==> src/rtl/sfr_pkg.sv <==
// shared types, codes and constants of the sensor frame responder
package sfr_pkg;

  // default sizes
  localparam int unsigned FRAME_BYTES_DEF = 64;
  localparam int unsigned CHANNELS_DEF    = 10;

  // item kinds on the input tuser
  localparam logic [1:0] FUNC_BYTE   = 2'd0;
  localparam logic [1:0] FUNC_SAMPLE = 2'd1;
  localparam logic [1:0] FUNC_TICK   = 2'd2;

  // configuration register indexes
  localparam logic CFG_DEVICE_ID  = 1'b0;
  localparam logic CFG_FW_VERSION = 1'b1;

  // register reset values
  localparam logic [7:0]  DEVICE_ID_RST  = 8'h01;
  localparam logic [23:0] FW_VERSION_RST = 24'h010000;

  // frame bytes
  localparam logic [7:0] SYNC_BYTE   = 8'h7E;
  localparam logic [7:0] HOST_ADDR   = 8'h00;
  localparam logic [7:0] TAIL_LF     = 8'h0A;
  localparam logic [7:0] TAIL_CR     = 8'h0D;
  localparam logic [7:0] TAIL_SUM    = TAIL_LF + TAIL_CR;
  localparam logic [7:0] SUM_OK      = 8'hFF;
  localparam logic [7:0] FILL_BYTE   = 8'hFF;
  localparam logic [7:0] CMD_QUERY   = 8'h01;
  localparam logic [7:0] CMD_RESET   = 8'h02;
  localparam logic [7:0] KIND_SAMPLE = 8'h81;
  localparam logic [7:0] KIND_DIAG   = 8'h82;
  localparam logic [7:0] MARK_0      = 8'hCD;
  localparam logic [7:0] MARK_1      = 8'hAB;
  localparam logic [7:0] MARK_2      = 8'h34;
  localparam logic [7:0] MARK_3      = 8'h12;

  // received frame lengths and positions
  localparam logic [7:0] QUERY_LEN = 8'd10;
  localparam logic [7:0] RESET_LEN = 8'd13;
  localparam int unsigned CMD_POS  = 3;
  localparam int unsigned KIND_POS = 6;

  // sample values
  localparam int unsigned SAMPLE_W   = 13;
  localparam logic [SAMPLE_W-1:0] SAMPLE_ERR = 13'd4096;
  localparam int unsigned CH_IDX_W   = 4;

  // response frames
  localparam int unsigned K_W = 5;
  localparam logic [K_W-1:0] SAMPLE_LEN = 5'd29;
  localparam logic [K_W-1:0] DIAG_LEN   = 5'd21;
  localparam logic [K_W-1:0] HEAD_LEN   = 5'd6;

  // response request from the parser to the transmitter
  typedef enum logic [1:0] {
    RSP_SAMPLE = 2'd0,
    RSP_DIAG   = 2'd1,
    RSP_RESET  = 2'd2
  } rsp_kind_e;

  typedef struct packed {
    logic      valid;
    rsp_kind_e kind;
  } rsp_req_t;

endpackage

==> src/rtl/sfr_sample_ram.sv <==
// channel sample memory with reset valid bits and conversion error counter
module sfr_sample_ram #(
  parameter int unsigned CHANNELS = sfr_pkg::CHANNELS_DEF
) (
  input  logic                          clk_i,
  input  logic                          rst_ni,
  input  logic                          wr_en_i,
  input  logic [sfr_pkg::CH_IDX_W-1:0]  wr_ch_i,
  input  logic [sfr_pkg::SAMPLE_W-1:0]  wr_val_i,
  input  logic [sfr_pkg::CH_IDX_W-1:0]  rd_ch_i,
  output logic [sfr_pkg::SAMPLE_W-1:0]  rd_val_o,
  output logic [31:0]                   err_count_o
);

  localparam int unsigned AW = (CHANNELS > 1) ? $clog2(CHANNELS) : 1;
  localparam logic [sfr_pkg::CH_IDX_W:0] CH_LIM = (sfr_pkg::CH_IDX_W + 1)'(CHANNELS);

  logic [sfr_pkg::SAMPLE_W-1:0] mem_q [CHANNELS];
  logic [CHANNELS-1:0]          vld_q;
  logic [sfr_pkg::SAMPLE_W-1:0] rd_q;
  logic                         rd_ok_q;
  logic                         rd_ok_d;
  logic [31:0]                  err_q;
  logic [31:0]                  err_d;
  logic                         wr_hit;
  logic                         rd_hit;

  assign wr_hit = wr_en_i && ({1'b0, wr_ch_i} < CH_LIM);
  assign rd_hit = ({1'b0, rd_ch_i} < CH_LIM);

  // sample memory, one write and one registered read port
  always_ff @(posedge clk_i) begin
    if (wr_hit) begin
      mem_q[wr_ch_i[AW-1:0]] <= wr_val_i;
    end
    rd_q <= mem_q[rd_ch_i[AW-1:0]];
  end

  // error reading counter, wraps
  always_comb begin
    err_d = err_q;
    if (wr_hit && (wr_val_i == sfr_pkg::SAMPLE_ERR)) begin
      err_d = err_q + 32'd1;
    end
  end

  // unwritten or out-of-range channels read as zero
  assign rd_ok_d = rd_hit && vld_q[rd_ch_i[AW-1:0]];

  always_ff @(posedge clk_i or negedge rst_ni) begin
    if (!rst_ni) begin
      vld_q   <= '0;
      rd_ok_q <= 1'b0;
      err_q   <= '0;
    end else begin
      if (wr_hit) begin
        vld_q[wr_ch_i[AW-1:0]] <= 1'b1;
      end
      rd_ok_q <= rd_ok_d;
      err_q   <= err_d;
    end
  end

  assign rd_val_o    = rd_ok_q ? rd_q : '0;
  assign err_count_o = err_q;

endmodule

==> src/rtl/sfr_frame_rx.sv <==
// receive frame parser over the frame memory, with the completion check sequence
module sfr_frame_rx #(
  parameter int unsigned FRAME_BYTES = sfr_pkg::FRAME_BYTES_DEF
) (
  input  logic              clk_i,
  input  logic              rst_ni,
  input  logic              byte_valid_i,
  input  logic [7:0]        byte_i,
  input  logic [7:0]        device_id_i,
  output logic              idle_o,
  output sfr_pkg::rsp_req_t rsp_o
);

  localparam int unsigned IDX_W = $clog2(FRAME_BYTES + 1);
  localparam int unsigned AW    = $clog2(FRAME_BYTES);
  localparam logic [IDX_W-1:0] IDX_FULL = IDX_W'(FRAME_BYTES);
  localparam logic [7:0]       LEN_MAX  = 8'(FRAME_BYTES);
  localparam logic [2:0]       STEP_LAST = 3'd5;

  typedef enum logic [2:0] {
    RX_IDLE = 3'b001,
    RX_CHK  = 3'b010,
    RX_DEC  = 3'b100
  } rx_state_e;

  rx_state_e         state_q, state_d;
  logic [IDX_W-1:0]  idx_q, idx_d;
  logic [2:0]        step_q, step_d;
  logic [7:0]        len_q, len_d;
  logic [7:0]        sum_q, sum_d;
  logic [7:0]        prev_q, prev_d;
  logic              qry_q, qry_d;
  logic [39:0]       hdr_q, hdr_d;
  logic [7:0]        mem_q [FRAME_BYTES];
  logic [7:0]        rd_q;
  logic              wr_en;
  logic [AW-1:0]     wr_addr;
  logic              rd_en;
  logic [AW-1:0]     rd_addr;
  logic [IDX_W-1:0]  idx_base;
  logic [IDX_W-1:0]  idx_inc;
  logic [7:0]        sum_new;
  logic              ok;
  logic              at_len;
  logic              tails_ok;
  logic              len_ok;
  logic              frame_go;
  sfr_pkg::rsp_req_t rsp_d;

  // store position, restarting when the store is full
  assign idx_base = (idx_q >= IDX_FULL) ? '0 : idx_q;
  assign idx_inc  = idx_base + IDX_W'(1);
  assign sum_new  = ((idx_base == '0) ? 8'h00 : sum_q) + byte_i;
  assign wr_addr  = idx_base[AW-1:0];

  // per-position header checks
  always_comb begin
    ok     = 1'b1;
    at_len = 1'b0;
    unique case (idx_inc)
      IDX_W'(1), IDX_W'(2): ok = (byte_i == sfr_pkg::SYNC_BYTE);
      IDX_W'(3):            ok = (byte_i <= LEN_MAX);
      IDX_W'(4):            ok = 1'b1;
      IDX_W'(5):            ok = (byte_i == sfr_pkg::HOST_ADDR);
      IDX_W'(6):            ok = (byte_i == device_id_i);
      default: begin
        at_len = (8'(idx_inc) == len_q);
        ok     = !at_len;
      end
    endcase
  end

  // tail, sum and length checks on the final byte
  assign tails_ok = ((prev_q == sfr_pkg::TAIL_LF) || (prev_q == sfr_pkg::TAIL_CR)) &&
                    ((byte_i == sfr_pkg::TAIL_LF) || (byte_i == sfr_pkg::TAIL_CR));
  assign len_ok   = (8'(idx_inc) == sfr_pkg::QUERY_LEN) || (8'(idx_inc) == sfr_pkg::RESET_LEN);
  assign frame_go = at_len && tails_ok && (sum_new == sfr_pkg::SUM_OK) && len_ok;

  // check reads: command byte, then the four bytes from the kind position
  assign rd_addr = (step_q == 3'd0) ? AW'(sfr_pkg::CMD_POS)
                                    : AW'(sfr_pkg::KIND_POS - 1) + AW'(step_q);

  // parser sequencing
  always_comb begin
    state_d    = state_q;
    idx_d      = idx_q;
    step_d     = step_q;
    len_d      = len_q;
    sum_d      = sum_q;
    prev_d     = prev_q;
    qry_d      = qry_q;
    hdr_d      = hdr_q;
    wr_en      = 1'b0;
    rd_en      = 1'b0;
    rsp_d      = '0;
    rsp_d.kind = sfr_pkg::RSP_SAMPLE;
    unique case (state_q)
      RX_IDLE: begin
        if (byte_valid_i) begin
          wr_en  = 1'b1;
          idx_d  = ok ? idx_inc : '0;
          sum_d  = sum_new;
          prev_d = byte_i;
          if (idx_inc == IDX_W'(3)) begin
            len_d = byte_i;
          end
          if (frame_go) begin
            state_d = RX_CHK;
            step_d  = '0;
            qry_d   = (8'(idx_inc) == sfr_pkg::QUERY_LEN);
          end
        end
      end
      RX_CHK: begin
        rd_en  = (step_q < STEP_LAST);
        step_d = step_q + 3'd1;
        if (step_q != 3'd0) begin
          hdr_d = {hdr_q[31:0], rd_q};
        end
        if (step_q == STEP_LAST) begin
          state_d = RX_DEC;
        end
      end
      RX_DEC: begin
        state_d = RX_IDLE;
        if ((hdr_q[39:32] == sfr_pkg::CMD_QUERY) && qry_q) begin
          if (hdr_q[31:24] == sfr_pkg::KIND_SAMPLE) begin
            rsp_d.valid = 1'b1;
            rsp_d.kind  = sfr_pkg::RSP_SAMPLE;
          end else if (hdr_q[31:24] == sfr_pkg::KIND_DIAG) begin
            rsp_d.valid = 1'b1;
            rsp_d.kind  = sfr_pkg::RSP_DIAG;
          end
        end else if ((hdr_q[39:32] == sfr_pkg::CMD_RESET) && !qry_q) begin
          if ((hdr_q[31:24] == sfr_pkg::MARK_0) && (hdr_q[23:16] == sfr_pkg::MARK_1) &&
              (hdr_q[15:8] == sfr_pkg::MARK_2) && (hdr_q[7:0] == sfr_pkg::MARK_3)) begin
            rsp_d.valid = 1'b1;
            rsp_d.kind  = sfr_pkg::RSP_RESET;
          end
        end
      end
      default: state_d = RX_IDLE;
    endcase
  end

  // frame memory, one write and one registered read port
  always_ff @(posedge clk_i) begin
    if (wr_en) begin
      mem_q[wr_addr] <= byte_i;
    end
    if (rd_en) begin
      rd_q <= mem_q[rd_addr];
    end
  end

  // frame payload registers
  always_ff @(posedge clk_i) begin
    len_q  <= len_d;
    sum_q  <= sum_d;
    prev_q <= prev_d;
    qry_q  <= qry_d;
    hdr_q  <= hdr_d;
  end

  // control registers
  always_ff @(posedge clk_i or negedge rst_ni) begin
    if (!rst_ni) begin
      state_q <= RX_IDLE;
      idx_q   <= '0;
      step_q  <= '0;
    end else begin
      state_q <= state_d;
      idx_q   <= idx_d;
      step_q  <= step_d;
    end
  end

  assign idle_o = (state_q == RX_IDLE);
  assign rsp_o  = rsp_d;

endmodule

==> src/rtl/sfr_tx_gen.sv <==
// response frame generator with output register and streaming checksum
module sfr_tx_gen (
  input  logic                          clk_i,
  input  logic                          rst_ni,
  input  sfr_pkg::rsp_req_t             rsp_i,
  input  logic [7:0]                    device_id_i,
  input  logic [23:0]                   fw_version_i,
  input  logic [31:0]                   run_seconds_i,
  input  logic [31:0]                   err_count_i,
  input  logic [sfr_pkg::SAMPLE_W-1:0]  smp_val_i,
  output logic [sfr_pkg::CH_IDX_W-1:0]  smp_ch_o,
  output logic                          idle_o,
  output logic                          tvalid_o,
  input  logic                          tready_i,
  output logic [7:0]                    tx_byte_o,
  output logic                          tx_last_o,
  output logic                          reset_request_o
);

  localparam int unsigned K_W = sfr_pkg::K_W;

  typedef enum logic [2:0] {
    TX_IDLE = 3'b001,
    TX_EMIT = 3'b010,
    TX_RST  = 3'b100
  } tx_state_e;

  tx_state_e      state_q, state_d;
  logic [K_W-1:0] k_q, k_d;
  logic           diag_q, diag_d;
  logic [7:0]     sum_q, sum_d;
  logic           out_valid_q, out_valid_d;
  logic [7:0]     out_byte_q, out_byte_d;
  logic           out_last_q, out_last_d;
  logic           out_rst_q, out_rst_d;
  logic [K_W-1:0] len;
  logic [K_W-1:0] k_off;
  logic           slot_free;
  logic           is_last;
  logic [7:0]     head_byte;
  logic [7:0]     diag_byte;
  logic [7:0]     smp_byte;
  logic [7:0]     cur_byte;

  assign len       = diag_q ? sfr_pkg::DIAG_LEN : sfr_pkg::SAMPLE_LEN;
  assign slot_free = !out_valid_q || tready_i;
  assign is_last   = (k_q == len - K_W'(1));

  // header bytes
  always_comb begin
    unique case (k_q[2:0])
      3'd0, 3'd1: head_byte = sfr_pkg::SYNC_BYTE;
      3'd2:       head_byte = {3'b000, len};
      3'd3:       head_byte = diag_q ? sfr_pkg::KIND_DIAG : sfr_pkg::KIND_SAMPLE;
      3'd4:       head_byte = device_id_i;
      default:    head_byte = sfr_pkg::HOST_ADDR;
    endcase
  end

  // diagnostic body: version, fill, run time, error count
  always_comb begin
    unique case (k_q)
      5'd6:    diag_byte = fw_version_i[7:0];
      5'd7:    diag_byte = fw_version_i[15:8];
      5'd8:    diag_byte = fw_version_i[23:16];
      5'd9:    diag_byte = sfr_pkg::FILL_BYTE;
      5'd10:   diag_byte = run_seconds_i[7:0];
      5'd11:   diag_byte = run_seconds_i[15:8];
      5'd12:   diag_byte = run_seconds_i[23:16];
      5'd13:   diag_byte = run_seconds_i[31:24];
      5'd14:   diag_byte = err_count_i[7:0];
      5'd15:   diag_byte = err_count_i[15:8];
      5'd16:   diag_byte = err_count_i[23:16];
      5'd17:   diag_byte = err_count_i[31:24];
      default: diag_byte = 8'h00;
    endcase
  end

  // sample body: low byte on even positions, high byte on odd ones
  assign smp_byte = k_q[0] ? {3'b000, smp_val_i[12:8]} : smp_val_i[7:0];

  // byte at the current position
  always_comb begin
    priority if (k_q == len - K_W'(3)) begin
      cur_byte = sfr_pkg::SUM_OK - sum_q - sfr_pkg::TAIL_SUM;
    end else if (k_q == len - K_W'(2)) begin
      cur_byte = sfr_pkg::TAIL_LF;
    end else if (k_q == len - K_W'(1)) begin
      cur_byte = sfr_pkg::TAIL_CR;
    end else if (k_q < sfr_pkg::HEAD_LEN) begin
      cur_byte = head_byte;
    end else if (diag_q) begin
      cur_byte = diag_byte;
    end else begin
      cur_byte = smp_byte;
    end
  end

  // sequencing and output register loading
  always_comb begin
    state_d     = state_q;
    k_d         = k_q;
    diag_d      = diag_q;
    sum_d       = sum_q;
    out_valid_d = out_valid_q && !tready_i;
    out_byte_d  = out_byte_q;
    out_last_d  = out_last_q;
    out_rst_d   = out_rst_q;
    unique case (state_q)
      TX_IDLE: begin
        if (rsp_i.valid) begin
          if (rsp_i.kind == sfr_pkg::RSP_RESET) begin
            state_d = TX_RST;
          end else begin
            state_d = TX_EMIT;
            diag_d  = (rsp_i.kind == sfr_pkg::RSP_DIAG);
            k_d     = '0;
            sum_d   = 8'h00;
          end
        end
      end
      TX_EMIT: begin
        if (slot_free) begin
          out_valid_d = 1'b1;
          out_byte_d  = cur_byte;
          out_last_d  = is_last;
          out_rst_d   = 1'b0;
          sum_d       = sum_q + cur_byte;
          k_d         = k_q + K_W'(1);
          if (is_last) begin
            state_d = TX_IDLE;
          end
        end
      end
      TX_RST: begin
        if (slot_free) begin
          out_valid_d = 1'b1;
          out_byte_d  = 8'h00;
          out_last_d  = 1'b0;
          out_rst_d   = 1'b1;
          state_d     = TX_IDLE;
        end
      end
      default: state_d = TX_IDLE;
    endcase
  end

  // sample read runs one position ahead so data is ready with the position
  assign k_off    = k_d - sfr_pkg::HEAD_LEN;
  assign smp_ch_o = k_off[K_W-1:1];

  // payload registers
  always_ff @(posedge clk_i) begin
    k_q        <= k_d;
    diag_q     <= diag_d;
    sum_q      <= sum_d;
    out_byte_q <= out_byte_d;
    out_last_q <= out_last_d;
    out_rst_q  <= out_rst_d;
  end

  // control registers
  always_ff @(posedge clk_i or negedge rst_ni) begin
    if (!rst_ni) begin
      state_q     <= TX_IDLE;
      out_valid_q <= 1'b0;
    end else begin
      state_q     <= state_d;
      out_valid_q <= out_valid_d;
    end
  end

  assign idle_o          = (state_q == TX_IDLE);
  assign tvalid_o        = out_valid_q;
  assign tx_byte_o       = out_byte_q;
  assign tx_last_o       = out_last_q;
  assign reset_request_o = out_rst_q;

endmodule

==> src/rtl/sensor_frame_responder_core.sv <==
// Sensor frame responder: the inputs are received bytes, sample writes and one-second ticks.
// The byte that completes a frame of length 10 or 13 with good tails and sum starts a check
// in which the frame memory's single read port fetches the command byte and the four bytes
// from position six; a valid query then streams a 29-byte sample frame or a 21-byte
// diagnostic frame through the output register at one byte per cycle unless the output stalls
// (sample data comes from the sample memory, read one position ahead), and a valid reset
// command returns one result. No input is taken during the check or while response bytes
// are still being generated; the last byte or the reset result may wait in the output
// register while new input is taken. Memories need no clearing pass after reset.
module sensor_frame_responder_core #(
  parameter int unsigned FRAME_BYTES = sfr_pkg::FRAME_BYTES_DEF,
  parameter int unsigned CHANNELS    = sfr_pkg::CHANNELS_DEF
) (
  input  logic        clk_i,
  input  logic        rst_ni,
  // input requests
  input  logic        s_axis_tvalid,
  output logic        s_axis_tready,
  input  logic [31:0] s_axis_tdata,   // rx_byte[7:0], channel[11:8], sample[24:12], zero
  input  logic [1:0]  s_axis_tuser,   // func[1:0]
  // result requests
  output logic        m_axis_tvalid,
  input  logic        m_axis_tready,
  output logic [7:0]  m_axis_tdata,   // tx_byte[7:0]
  output logic        m_axis_tlast,   // tx_last
  output logic [0:0]  m_axis_tuser,   // reset_request[0]
  // configuration writes
  input  logic        cfg_we_i,
  input  logic        cfg_idx_i,
  input  logic [23:0] cfg_data_i
);

  logic                         in_acc;
  logic                         byte_acc;
  logic                         smp_acc;
  logic                         tick_acc;
  logic                         rx_idle;
  logic                         tx_idle;
  sfr_pkg::rsp_req_t            rsp;
  logic [7:0]                   dev_id_q, dev_id_d;
  logic [23:0]                  fw_q, fw_d;
  logic [31:0]                  run_q, run_d;
  logic [31:0]                  err_count;
  logic [sfr_pkg::CH_IDX_W-1:0] smp_ch;
  logic [sfr_pkg::SAMPLE_W-1:0] smp_val;

  // input decode
  assign s_axis_tready = rx_idle && tx_idle;
  assign in_acc   = s_axis_tvalid && s_axis_tready;
  assign byte_acc = in_acc && (s_axis_tuser == sfr_pkg::FUNC_BYTE);
  assign smp_acc  = in_acc && (s_axis_tuser == sfr_pkg::FUNC_SAMPLE);
  assign tick_acc = in_acc && (s_axis_tuser == sfr_pkg::FUNC_TICK);

  // configuration registers and run time counter
  always_comb begin
    dev_id_d = dev_id_q;
    fw_d     = fw_q;
    run_d    = tick_acc ? run_q + 32'd1 : run_q;
    if (cfg_we_i) begin
      unique case (cfg_idx_i)
        sfr_pkg::CFG_DEVICE_ID:  dev_id_d = cfg_data_i[7:0];
        sfr_pkg::CFG_FW_VERSION: fw_d     = cfg_data_i;
        default:                 fw_d     = fw_q;
      endcase
    end
  end

  always_ff @(posedge clk_i or negedge rst_ni) begin
    if (!rst_ni) begin
      dev_id_q <= sfr_pkg::DEVICE_ID_RST;
      fw_q     <= sfr_pkg::FW_VERSION_RST;
      run_q    <= '0;
    end else begin
      dev_id_q <= dev_id_d;
      fw_q     <= fw_d;
      run_q    <= run_d;
    end
  end

  // frame parser
  sfr_frame_rx #(
    .FRAME_BYTES(FRAME_BYTES)
  ) u_frame_rx (
    .clk_i       (clk_i),
    .rst_ni      (rst_ni),
    .byte_valid_i(byte_acc),
    .byte_i      (s_axis_tdata[7:0]),
    .device_id_i (dev_id_q),
    .idle_o      (rx_idle),
    .rsp_o       (rsp)
  );

  // sample store
  sfr_sample_ram #(
    .CHANNELS(CHANNELS)
  ) u_sample_ram (
    .clk_i      (clk_i),
    .rst_ni     (rst_ni),
    .wr_en_i    (smp_acc),
    .wr_ch_i    (s_axis_tdata[11:8]),
    .wr_val_i   (s_axis_tdata[24:12]),
    .rd_ch_i    (smp_ch),
    .rd_val_o   (smp_val),
    .err_count_o(err_count)
  );

  // response generator
  sfr_tx_gen u_tx_gen (
    .clk_i          (clk_i),
    .rst_ni         (rst_ni),
    .rsp_i          (rsp),
    .device_id_i    (dev_id_q),
    .fw_version_i   (fw_q),
    .run_seconds_i  (run_q),
    .err_count_i    (err_count),
    .smp_val_i      (smp_val),
    .smp_ch_o       (smp_ch),
    .idle_o         (tx_idle),
    .tvalid_o       (m_axis_tvalid),
    .tready_i       (m_axis_tready),
    .tx_byte_o      (m_axis_tdata),
    .tx_last_o      (m_axis_tlast),
    .reset_request_o(m_axis_tuser[0])
  );

endmodule

==> config.mk <==
export PLATFORM = sky130hd
export DESIGN_NAME = sensor_frame_responder_core
export DESIGN_NICKNAME = d
export VERILOG_FILES = /design/src/rtl/sfr_pkg.sv /design/src/rtl/sfr_sample_ram.sv /design/src/rtl/sfr_frame_rx.sv /design/src/rtl/sfr_tx_gen.sv /design/src/rtl/sensor_frame_responder_core.sv
export SDC_FILE = /design/constraint.sdc
export NUM_CORES = 1
export LEC_CHECK = 0
export BUFFER_PORTS_ARGS = -buffer_cell sky130_fd_sc_hd__buf_2
export CAP_MARGIN = 40
export CELL_PAD_IN_SITES_DETAIL_PLACEMENT = 0
export CELL_PAD_IN_SITES_GLOBAL_PLACEMENT = 1
export CORE_ASPECT_RATIO = 0.6
export CORE_MARGIN = 1.5
export CORE_UTILIZATION = 50
export CTS_BUF_LIST = sky130_fd_sc_hd__clkbuf_4
export CTS_CLUSTER_DIAMETER = 50
export DETAILED_ROUTE_END_ITERATION = 10
export HOLD_SLACK_MARGIN = 0.05
export PLACE_DENSITY_LB_ADDON = 0.1
export SLEW_MARGIN = 30
export SYNTH_ARGS = -nofsm -noshare
export SYNTH_HDL_FRONTEND = slang
export SYNTH_HIERARCHICAL = 1
export SYNTH_SLANG_ARGS = --single-unit
==> constraint.sdc <==
create_clock -name clk_i -period 5.7 [get_ports clk_i]
set_input_delay 0.285 -clock clk_i [delete_from_list [all_inputs] [get_ports clk_i]]
set_output_delay 0.285 -clock clk_i [all_outputs]
set_load 0.05 [all_outputs]
==> results.sh, run 1 <==
export IMPL_status="finished, final reports clean"
export IMPL_dr_pass1_iters=6
export IMPL_p_switching_uw=1640
export IMPL_io_buffers=68
export IMPL_cp_end_kind="flip-flop"
export IMPL_area_growth_pct=15.7
export IMPL_drive_gt1_frac=0.245
export IMPL_syn_area_sq_um=22300
export IMPL_grt_max_degree=53
export IMPL_rsz0062_at_grt="false"
export IMPL_switching_share=0.230
export IMPL_core_sq_um=43600
export IMPL_cts_buffers=113
export IMPL_final_nets=1962
export IMPL_finalInstanceArea_sq_um=25800
export IMPL_clkSinkCount=492
export IMPL_die_area_sq_um=45900
export IMPL_cap_violations=0
export IMPL_cts_buffer_depth=3
export IMPL_relSlewSlack=0.406
export IMPL_cts_tree="done"
export IMPL_ant_nets=0
export IMPL_track_usage=0.253
export IMPL_clk_latency_ns=0.84
export IMPL_ys_warn_count=6
export IMPL_ir_worst_vdd_mv=0.146
export IMPL_gp_congestion=0.891
export IMPL_synth_cell_type_count=106
export IMPL_skew_ns=0.0755
export IMPL_placed_area_sq_um=23600
export IMPL_drt_vias_per_instance=5.86
export IMPL_critical_path_class="flip-flop to flip-flop"
export IMPL_pre_cts_slack_ns=0.936
export IMPL_cp_required_ns=6.38
export IMPL_route_met3_wl_um=5290
export IMPL_tns_ns=0
export IMPL_synth_avg_cell_area_sq_um=13.7
export IMPL_cp_data_arrival_time_ns=5.46
export IMPL_dr_wl_met2_um=22600
export IMPL_routed_wl_um=57100
export IMPL_fp_row_count=59
export IMPL_p_leak_uw=0.00966
export IMPL_h_tree_depth=3
export IMPL_holdWs_ns=0.211
export IMPL_antenna_found_initial=1
export IMPL_cp_start_kind="flip-flop"
export IMPL_synth_edf_count=351
export IMPL_period_needed_ns=4.79
export IMPL_post_cts_buffers=0
export IMPL_finalSetupViolCount=0
export IMPL_top_layer_used="met4"
export IMPL_synth_seq_cells=492
export IMPL_p_int_uw=5490
export IMPL_ios=76
export IMPL_post_route_drc_count=0
export IMPL_hp_class="input pin to flip-flop"
export IMPL_seqPwrFrac=0.559
export IMPL_hpwl_um=38900
export IMPL_hold_viol=0
export IMPL_worst_path_max_fanout=29
export IMPL_final_setup_worst_slack_ns=0.912
export IMPL_fin_crit_sh=0.840
export IMPL_synth_fp_nets=1728
export IMPL_critPathMostFrequentCell="a21oi_1"
export IMPL_die_height_um=167
export IMPL_die_width_um=276
export IMPL_grt_overflow=0
export IMPL_worstMarginPinSlew_ns=0.885
export IMPL_root_buffer="clkbuf_4"
export IMPL_maxSlewViolCount=0
export IMPL_ys_flop_type="edfxtp_1"
export IMPL_via_count=14888
export IMPL_wl_met1_um=28200
export IMPL_grt_pass1_wl_um=87200
export IMPL_cpMaxStageDelayCell="or4_1"
export IMPL_first_global_vias=14389
export IMPL_clock_power_share=0.402
export IMPL_pwr_density_cell_nw_per_um2=276
export IMPL_cts_clk_slew_worst_paths_ns=0.08
export IMPL_cp_cell_sequence="nor4b_1 -> nand3_1 -> or4_1 -> nor3b_1 -> nand2b_1 -> nand4b_1 -> a21oi_1 -> o21ai_0 -> ha_1 -> xnor2_2 -> buf_4 -> mux4_2 -> nor2b_1 -> a211oi_1 -> a21oi_1"
export IMPL_drtIter0Drc=1520
export IMPL_start_util=0.511
export IMPL_regToRegSetupSlack_ns=0.91
export IMPL_share_comb_of_total_power=0.040
export IMPL_cts_repair_resized=0
export IMPL_max_stage_delay_ns=0.53
export IMPL_ys_async_sr_fraction=0.252
export IMPL_detail_route_wl_per_cell_um=22.5
export IMPL_yosysSeqAreaShare=0.627
export IMPL_synthCells=1629
export IMPL_clock_fmax_ghz=0.209
==> metrics by stage <==
stage / cells / util / total power (uW)
finish: 2542 / 0.591 / 7120
CTS: 2534 / 0.590 / 7210
detailed placement: 2258 / 0.541 / 4300
global route: 2542 / 0.591 / 7430
global placement: 2246 / 0.537 / 4290
floorplan: 1629 / - / 4150
==> cell type report <==
| class | instances | area (sq um) |
|---|---|---|
| sequential | 492 | 14000 |
| inverter | 35 | 131 |
| clock buffer | 181 | 1360 |
| multi-input combinational | 1035 | 7970 |
| antenna | 1 | 2.50 |
| clock inverter | 33 | 165 |
| timing repair buffer | 186 | 1460 |
| fill | 3510 | 17800 |
| tap | 579 | 724 |
==> power by group through the flow <==
stage / clock network (uW) / registers [uW] / logic (uW)
global route: 3130 / 3990 / 311
global placement: 0 / 4050 / 235
CTS: 2950 / 3980 / 281
detailed placement: 0 / 4060 / 247
finish: 2860 / 3980 / 282
floorplan: 0 / 4020 / 130
==> worst max-delay path, delay by kind of cell, from the launching register on <==
family	cells	cell delay, ns
AO/OA/AOI/OAI	4	1.00
XOR/XNOR	1	0.14
adder cells (fa/ha/maj)	1	0.30
buffers and inverters	1	0.42
flip-flops	1	0.42
multiplexers	1	0.37
AND/OR/NAND/NOR	7	1.98
==> layout by cell type (no fill, tap or decap), types with 48 or more instances in the layout <==
cell / instances
a21oi_1: 61
buf_2: 70
edfxtp_1: 351
xnor2_1: 59
mux2_2: 48
dlygate4sd3_1: 61
nand2_1: 101
nor2_1: 74
nand3_1: 61
dfrtp_1: 120
clkbuf_4: 184
==> state kept, by name, summed over array words and instances, names as in the netlist, 5 cells and up <==
| name | flops |
|---|---|
| u_sample_ram/mem_q | 130 |
| dev_id_q | 8 |
| u_frame_rx/hdr_q | 40 |
| u_sample_ram/err_count_o | 32 |
| u_frame_rx/prev_q | 8 |
| u_sample_ram/rd_q | 13 |
| u_tx_gen/tx_byte_o | 8 |
| u_tx_gen/k_q | 5 |
| u_tx_gen/sum_q | 8 |
| u_frame_rx/len_q | 8 |
| u_sample_ram/vld_q | 10 |
| u_frame_rx/idx_q | 7 |
| u_frame_rx/sum_q | 8 |
| fw_q | 24 |
| u_frame_rx/rd_q | 8 |
| u_frame_rx/mem_q | 128 |
| run_q | 32 |
==> cell usage after synthesis (6+ instances only) <==
cell | n | area share
a211oi_1 | 14 | 0.0047
a21o_1 | 10 | 0.0034
a21oi_1 | 61 | 0.014
a221oi_1 | 6 | 0.0024
a22o_1 | 9 | 0.0035
a22oi_1 | 10 | 0.0034
a311oi_1 | 9 | 0.0035
a31oi_1 | 16 | 0.0045
and2_1 | 27 | 0.0076
and3_1 | 14 | 0.0039
and4_1 | 10 | 0.0039
buf_2 | 21 | 0.0047
clkbuf_1 | 36 | 0.0061
dfrtp_1 | 120 | 0.13
dfxtp_1 | 17 | 0.015
edfxtp_1 | 351 | 0.47
ha_1 | 33 | 0.019
inv_1 | 33 | 0.0056
mux2_2 | 48 | 0.024
mux2i_1 | 22 | 0.0099
mux4_2 | 36 | 0.036
nand2_1 | 103 | 0.017
nand2b_1 | 19 | 0.0053
nand3_1 | 61 | 0.014
nand3b_1 | 8 | 0.0027
nand4_1 | 30 | 0.0084
nor2_1 | 80 | 0.013
nor2b_1 | 30 | 0.0084
nor3_1 | 30 | 0.0067
nor3b_1 | 6 | 0.0020
nor4_1 | 17 | 0.0048
o211ai_1 | 6 | 0.0020
o21ai_0 | 30 | 0.0067
o21ai_1 | 8 | 0.0018
o21bai_1 | 6 | 0.0020
o221ai_1 | 9 | 0.0035
o22ai_1 | 33 | 0.0093
or2_2 | 12 | 0.0034
or3_1 | 7 | 0.0020
xnor2_1 | 60 | 0.024
xor2_1 | 34 | 0.013
==> timing repair <==
item / in CTS / in global routing
setup endpoints to repair: 0 / 0
hold buffers: 62 / 0
endpoints found under the hold margin: 491 / 0
==> cells by family (layout without fill, tap and decap cells) <==
logic type      Yosys count  count (layout)  synth area share
mux                     107             107            0.0715
fa+ha+maj                35              35            0.0203
flops                   492             492             0.627
buf+inv                 102             435            0.0199
xor+xnor                 95              95            0.0377
simple gates            517             517             0.136
compound gates          281             281            0.0875
other cells               0               1                 0
==> layer usage <==
layer | vias to the layer above | GRT usage
li1 | 6828 | -
met1 | 7404 | 0.412
met2 | 580 | 0.321
met3 | 76 | 0.0789
met4 | 0 | 0.0665
met5 | - | 0
==> worst paths after layout <==
path / start / end / depth (start not counted)
max: u_frame_rx/state_q[1] / u_sample_ram/rd_q[1] / 15
min: cfg_we_i / dev_id_q[4] / 3
max reg2reg: u_frame_rx/state_q[1] / u_sample_ram/rd_q[1] / 15
min reg2reg: u_frame_rx/rd_q[3] / u_frame_rx/hdr_q[3] / 0
max in group asynchronous: rst_ni / u_frame_rx/state_q[0] / 5
min in group asynchronous: rst_ni / run_q[26] / 4
Note: power is estimated with default switching activity, not from simulation.
==> run 2: changes to the inputs <==
--- a/config.mk
+++ b/config.mk
@@ -11,7 +11,7 @@
 export CELL_PAD_IN_SITES_GLOBAL_PLACEMENT = 1
 export CORE_ASPECT_RATIO = 0.6
 export CORE_MARGIN = 1.5
-export CORE_UTILIZATION = 50
+export CORE_UTILIZATION = 49
 export CTS_BUF_LIST = sky130_fd_sc_hd__clkbuf_4
 export CTS_CLUSTER_DIAMETER = 50
 export DETAILED_ROUTE_END_ITERATION = 10
==> constraint.sdc (replaced) <==
create_clock -name clk_i -period 4.1 [get_ports clk_i]
set_input_delay 0.205 -clock clk_i [delete_from_list [all_inputs] [get_ports clk_i]]
set_output_delay 0.205 -clock clk_i [all_outputs]
set_load 0.05 [all_outputs]
==> results.sh, run 2 (same netlist as run 1, synthesis figures left out) <==
export IMPL_status="finished, final reports clean"
export IMPL_core_sq_um=44800
export IMPL_finalSetupViolCount=0
export IMPL_placedCellCount=2342
export IMPL_fin_crit_sh=0.959
export IMPL_layout_commonest_cell="edfxtp_1"
export IMPL_fp_row_count=60
export IMPL_placed_area_sq_um=24100
export IMPL_dr_pass1_iters=5
export IMPL_drt_vias_per_instance=5.82
export IMPL_cp_data_arrival_time_ns=4.41
export IMPL_ios=76
export IMPL_cts_buffers=110
export IMPL_largest_register_ffs=130
export IMPL_gr_usage_met2=0.331
export IMPL_reg_largest_list="u_sample_ram/mem_q: 130 flops, u_frame_rx/mem_q: 128 flops, u_frame_rx/hdr_q: 40 flops"
export IMPL_post_route_drc_count=0
export IMPL_ir_worst_vdd_mv=0.211
export IMPL_max_stage_delay_ns=0.72
export IMPL_busiest_layer="met1"
export IMPL_cap_violations=0
export IMPL_io_buffers=68
export IMPL_fill_cells=3548
export IMPL_antenna_found_initial=2
export IMPL_clk_latency_ns=0.84
export IMPL_drtIter0Drc=1657
export IMPL_skew_ns=0.0572
export IMPL_top_register="u_sample_ram/mem_q"
export IMPL_mostFrequentLayoutCells="edfxtp_1, clkbuf_4, dfrtp_1"
export IMPL_worstMarginPinSlew_ns=0.849
export IMPL_track_usage=0.256
export IMPL_maxSlewViolCount=0
export IMPL_cp_start_kind="flip-flop"
export IMPL_clkSinkCount=492
export IMPL_worst_path_max_fanout=11
export IMPL_clock_fmax_ghz=0.254
export IMPL_root_buffer="clkbuf_4"
export IMPL_die_height_um=168
export IMPL_drive_gt1_frac=0.276
export IMPL_critical_path_class="flip-flop to flip-flop"
export IMPL_stdcell_count=2640
export IMPL_hold_viol=0
export IMPL_cts_clk_slew_worst_paths_ns=0.08
export IMPL_die_area_sq_um=46800
export IMPL_start_util=0.498
export IMPL_rsz0062_at_grt="true"
export IMPL_relSlewSlack=0.430
export IMPL_grt_max_degree=78
export IMPL_cts_buffer_depth=3
export IMPL_cpMaxStageDelayCell="dlygate4sd3_1"
export IMPL_hpwl_um=40400
export IMPL_die_width_um=278
export IMPL_pwr_density_cell_nw_per_um2=369
export IMPL_cp_cell_sequence="nor3b_4 -> nand2_1 -> inv_1 -> and4_1 -> or3b_2 -> nor3_2 -> dlygate4sd3_1 -> buf_4"
export IMPL_finalInstanceArea_sq_um=26700
export IMPL_hp_class="input pin to flip-flop"
export IMPL_grt_overflow=0
export IMPL_ant_nets=0
export IMPL_p_leak_uw=0.0101
export IMPL_routed_wl_um=59600
export IMPL_area_growth_pct=19.9
export IMPL_use_met3=0.0601
export IMPL_period_needed_ns=3.93
export IMPL_gp_congestion=0.909
export IMPL_utilization=0.597
export IMPL_detail_route_wl_per_cell_um=22.6
export IMPL_h_tree_depth=3
export IMPL_via_count=15374
export IMPL_grt_use_met1=0.422
export IMPL_cp_required_ns=4.58
export IMPL_grt_pass1_wl_um=90100
export IMPL_final_nets=2054
export IMPL_cp_end_kind="flip-flop"
export IMPL_first_global_vias=14824
export IMPL_cts_tree="done"
export IMPL_finalPower_uw=9860
-- run 2: per-stage QoR --
step	worst slack [ns]	setup TNS [ns]	hold WS, ns
detailed placement	-0.0880	-0.746	0.350
finish	0.168	0	0.133
global placement	0.0212	0	0.345
CTS	0.000208	0	0.0818
floorplan	0.159	0	-0.0906
global route	-0.0157	-0.0513	0.131
-- run 2: cell type report --
class                      count  area, sq um  area share
tap                          589          737      0.0276
sequential                   492        14000       0.523
clock inverter                36          174     0.00651
antenna                        1         2.50   0.0000936
multi-input combinational   1035         8100       0.303
clock buffer                 171         1280      0.0480
inverter                      35          136     0.00510
timing repair buffer         281         2310      0.0865
-- run 2: worst paths after layout --
check | start | endpoint | slack, ns | cells past startpoint
worst max-delay path | u_frame_rx/state_q[0] | u_sample_ram/mem_q[0][0] | 0.17 | 8
worst min-delay path | cfg_we_i | dev_id_q[1] | 0.13 | 3
worst max register to register | u_frame_rx/state_q[0] | u_sample_ram/mem_q[0][0] | 0.17 | 8
max in group asynchronous | rst_ni | u_tx_gen/state_q[0] | 2.93 | 4
min in group asynchronous | rst_ni | run_q[1] | 0.35 | 3
worst min register to register | u_frame_rx/rd_q[5] | u_frame_rx/hdr_q[5] | 0.42 | 0
-- run 2: timing repair --
action                     4_1_cts  5_1_grt
setup buffers                    0        3
hold buffers                    84        0
hold endpoints to repair       570        0
pin swaps                        1        5
gates resized for setup          1       42
setup endpoints to repair       13       19
gates cloned                     0        3
-- run 2: layer usage --
| layer | part of all wire | wire length [um] |
|---|---|---|
| met5 | 0 | 0 |
| met4 | 0.016 | 938 |
| met3 | 0.092 | 5460 |
| met2 | 0.39 | 23300 |
| met1 | 0.50 | 29900 |
-- run 2: critical path: cells and delay by family (launching register included) --
family	cells	cell delay [ns]
buffers and inverters	3	1.16
flip-flops	1	0.56
AND/OR/NAND/NOR	5	1.88
-- run 2: power breakdown --
group / internal [uW] / total (uW) / switching (uW)
logic: 225 / 450 / 225
clock network: 1920 / 3880 / 1970
registers: 5430 / 5530 / 97.8
total: 7570 / 9860 / 2290
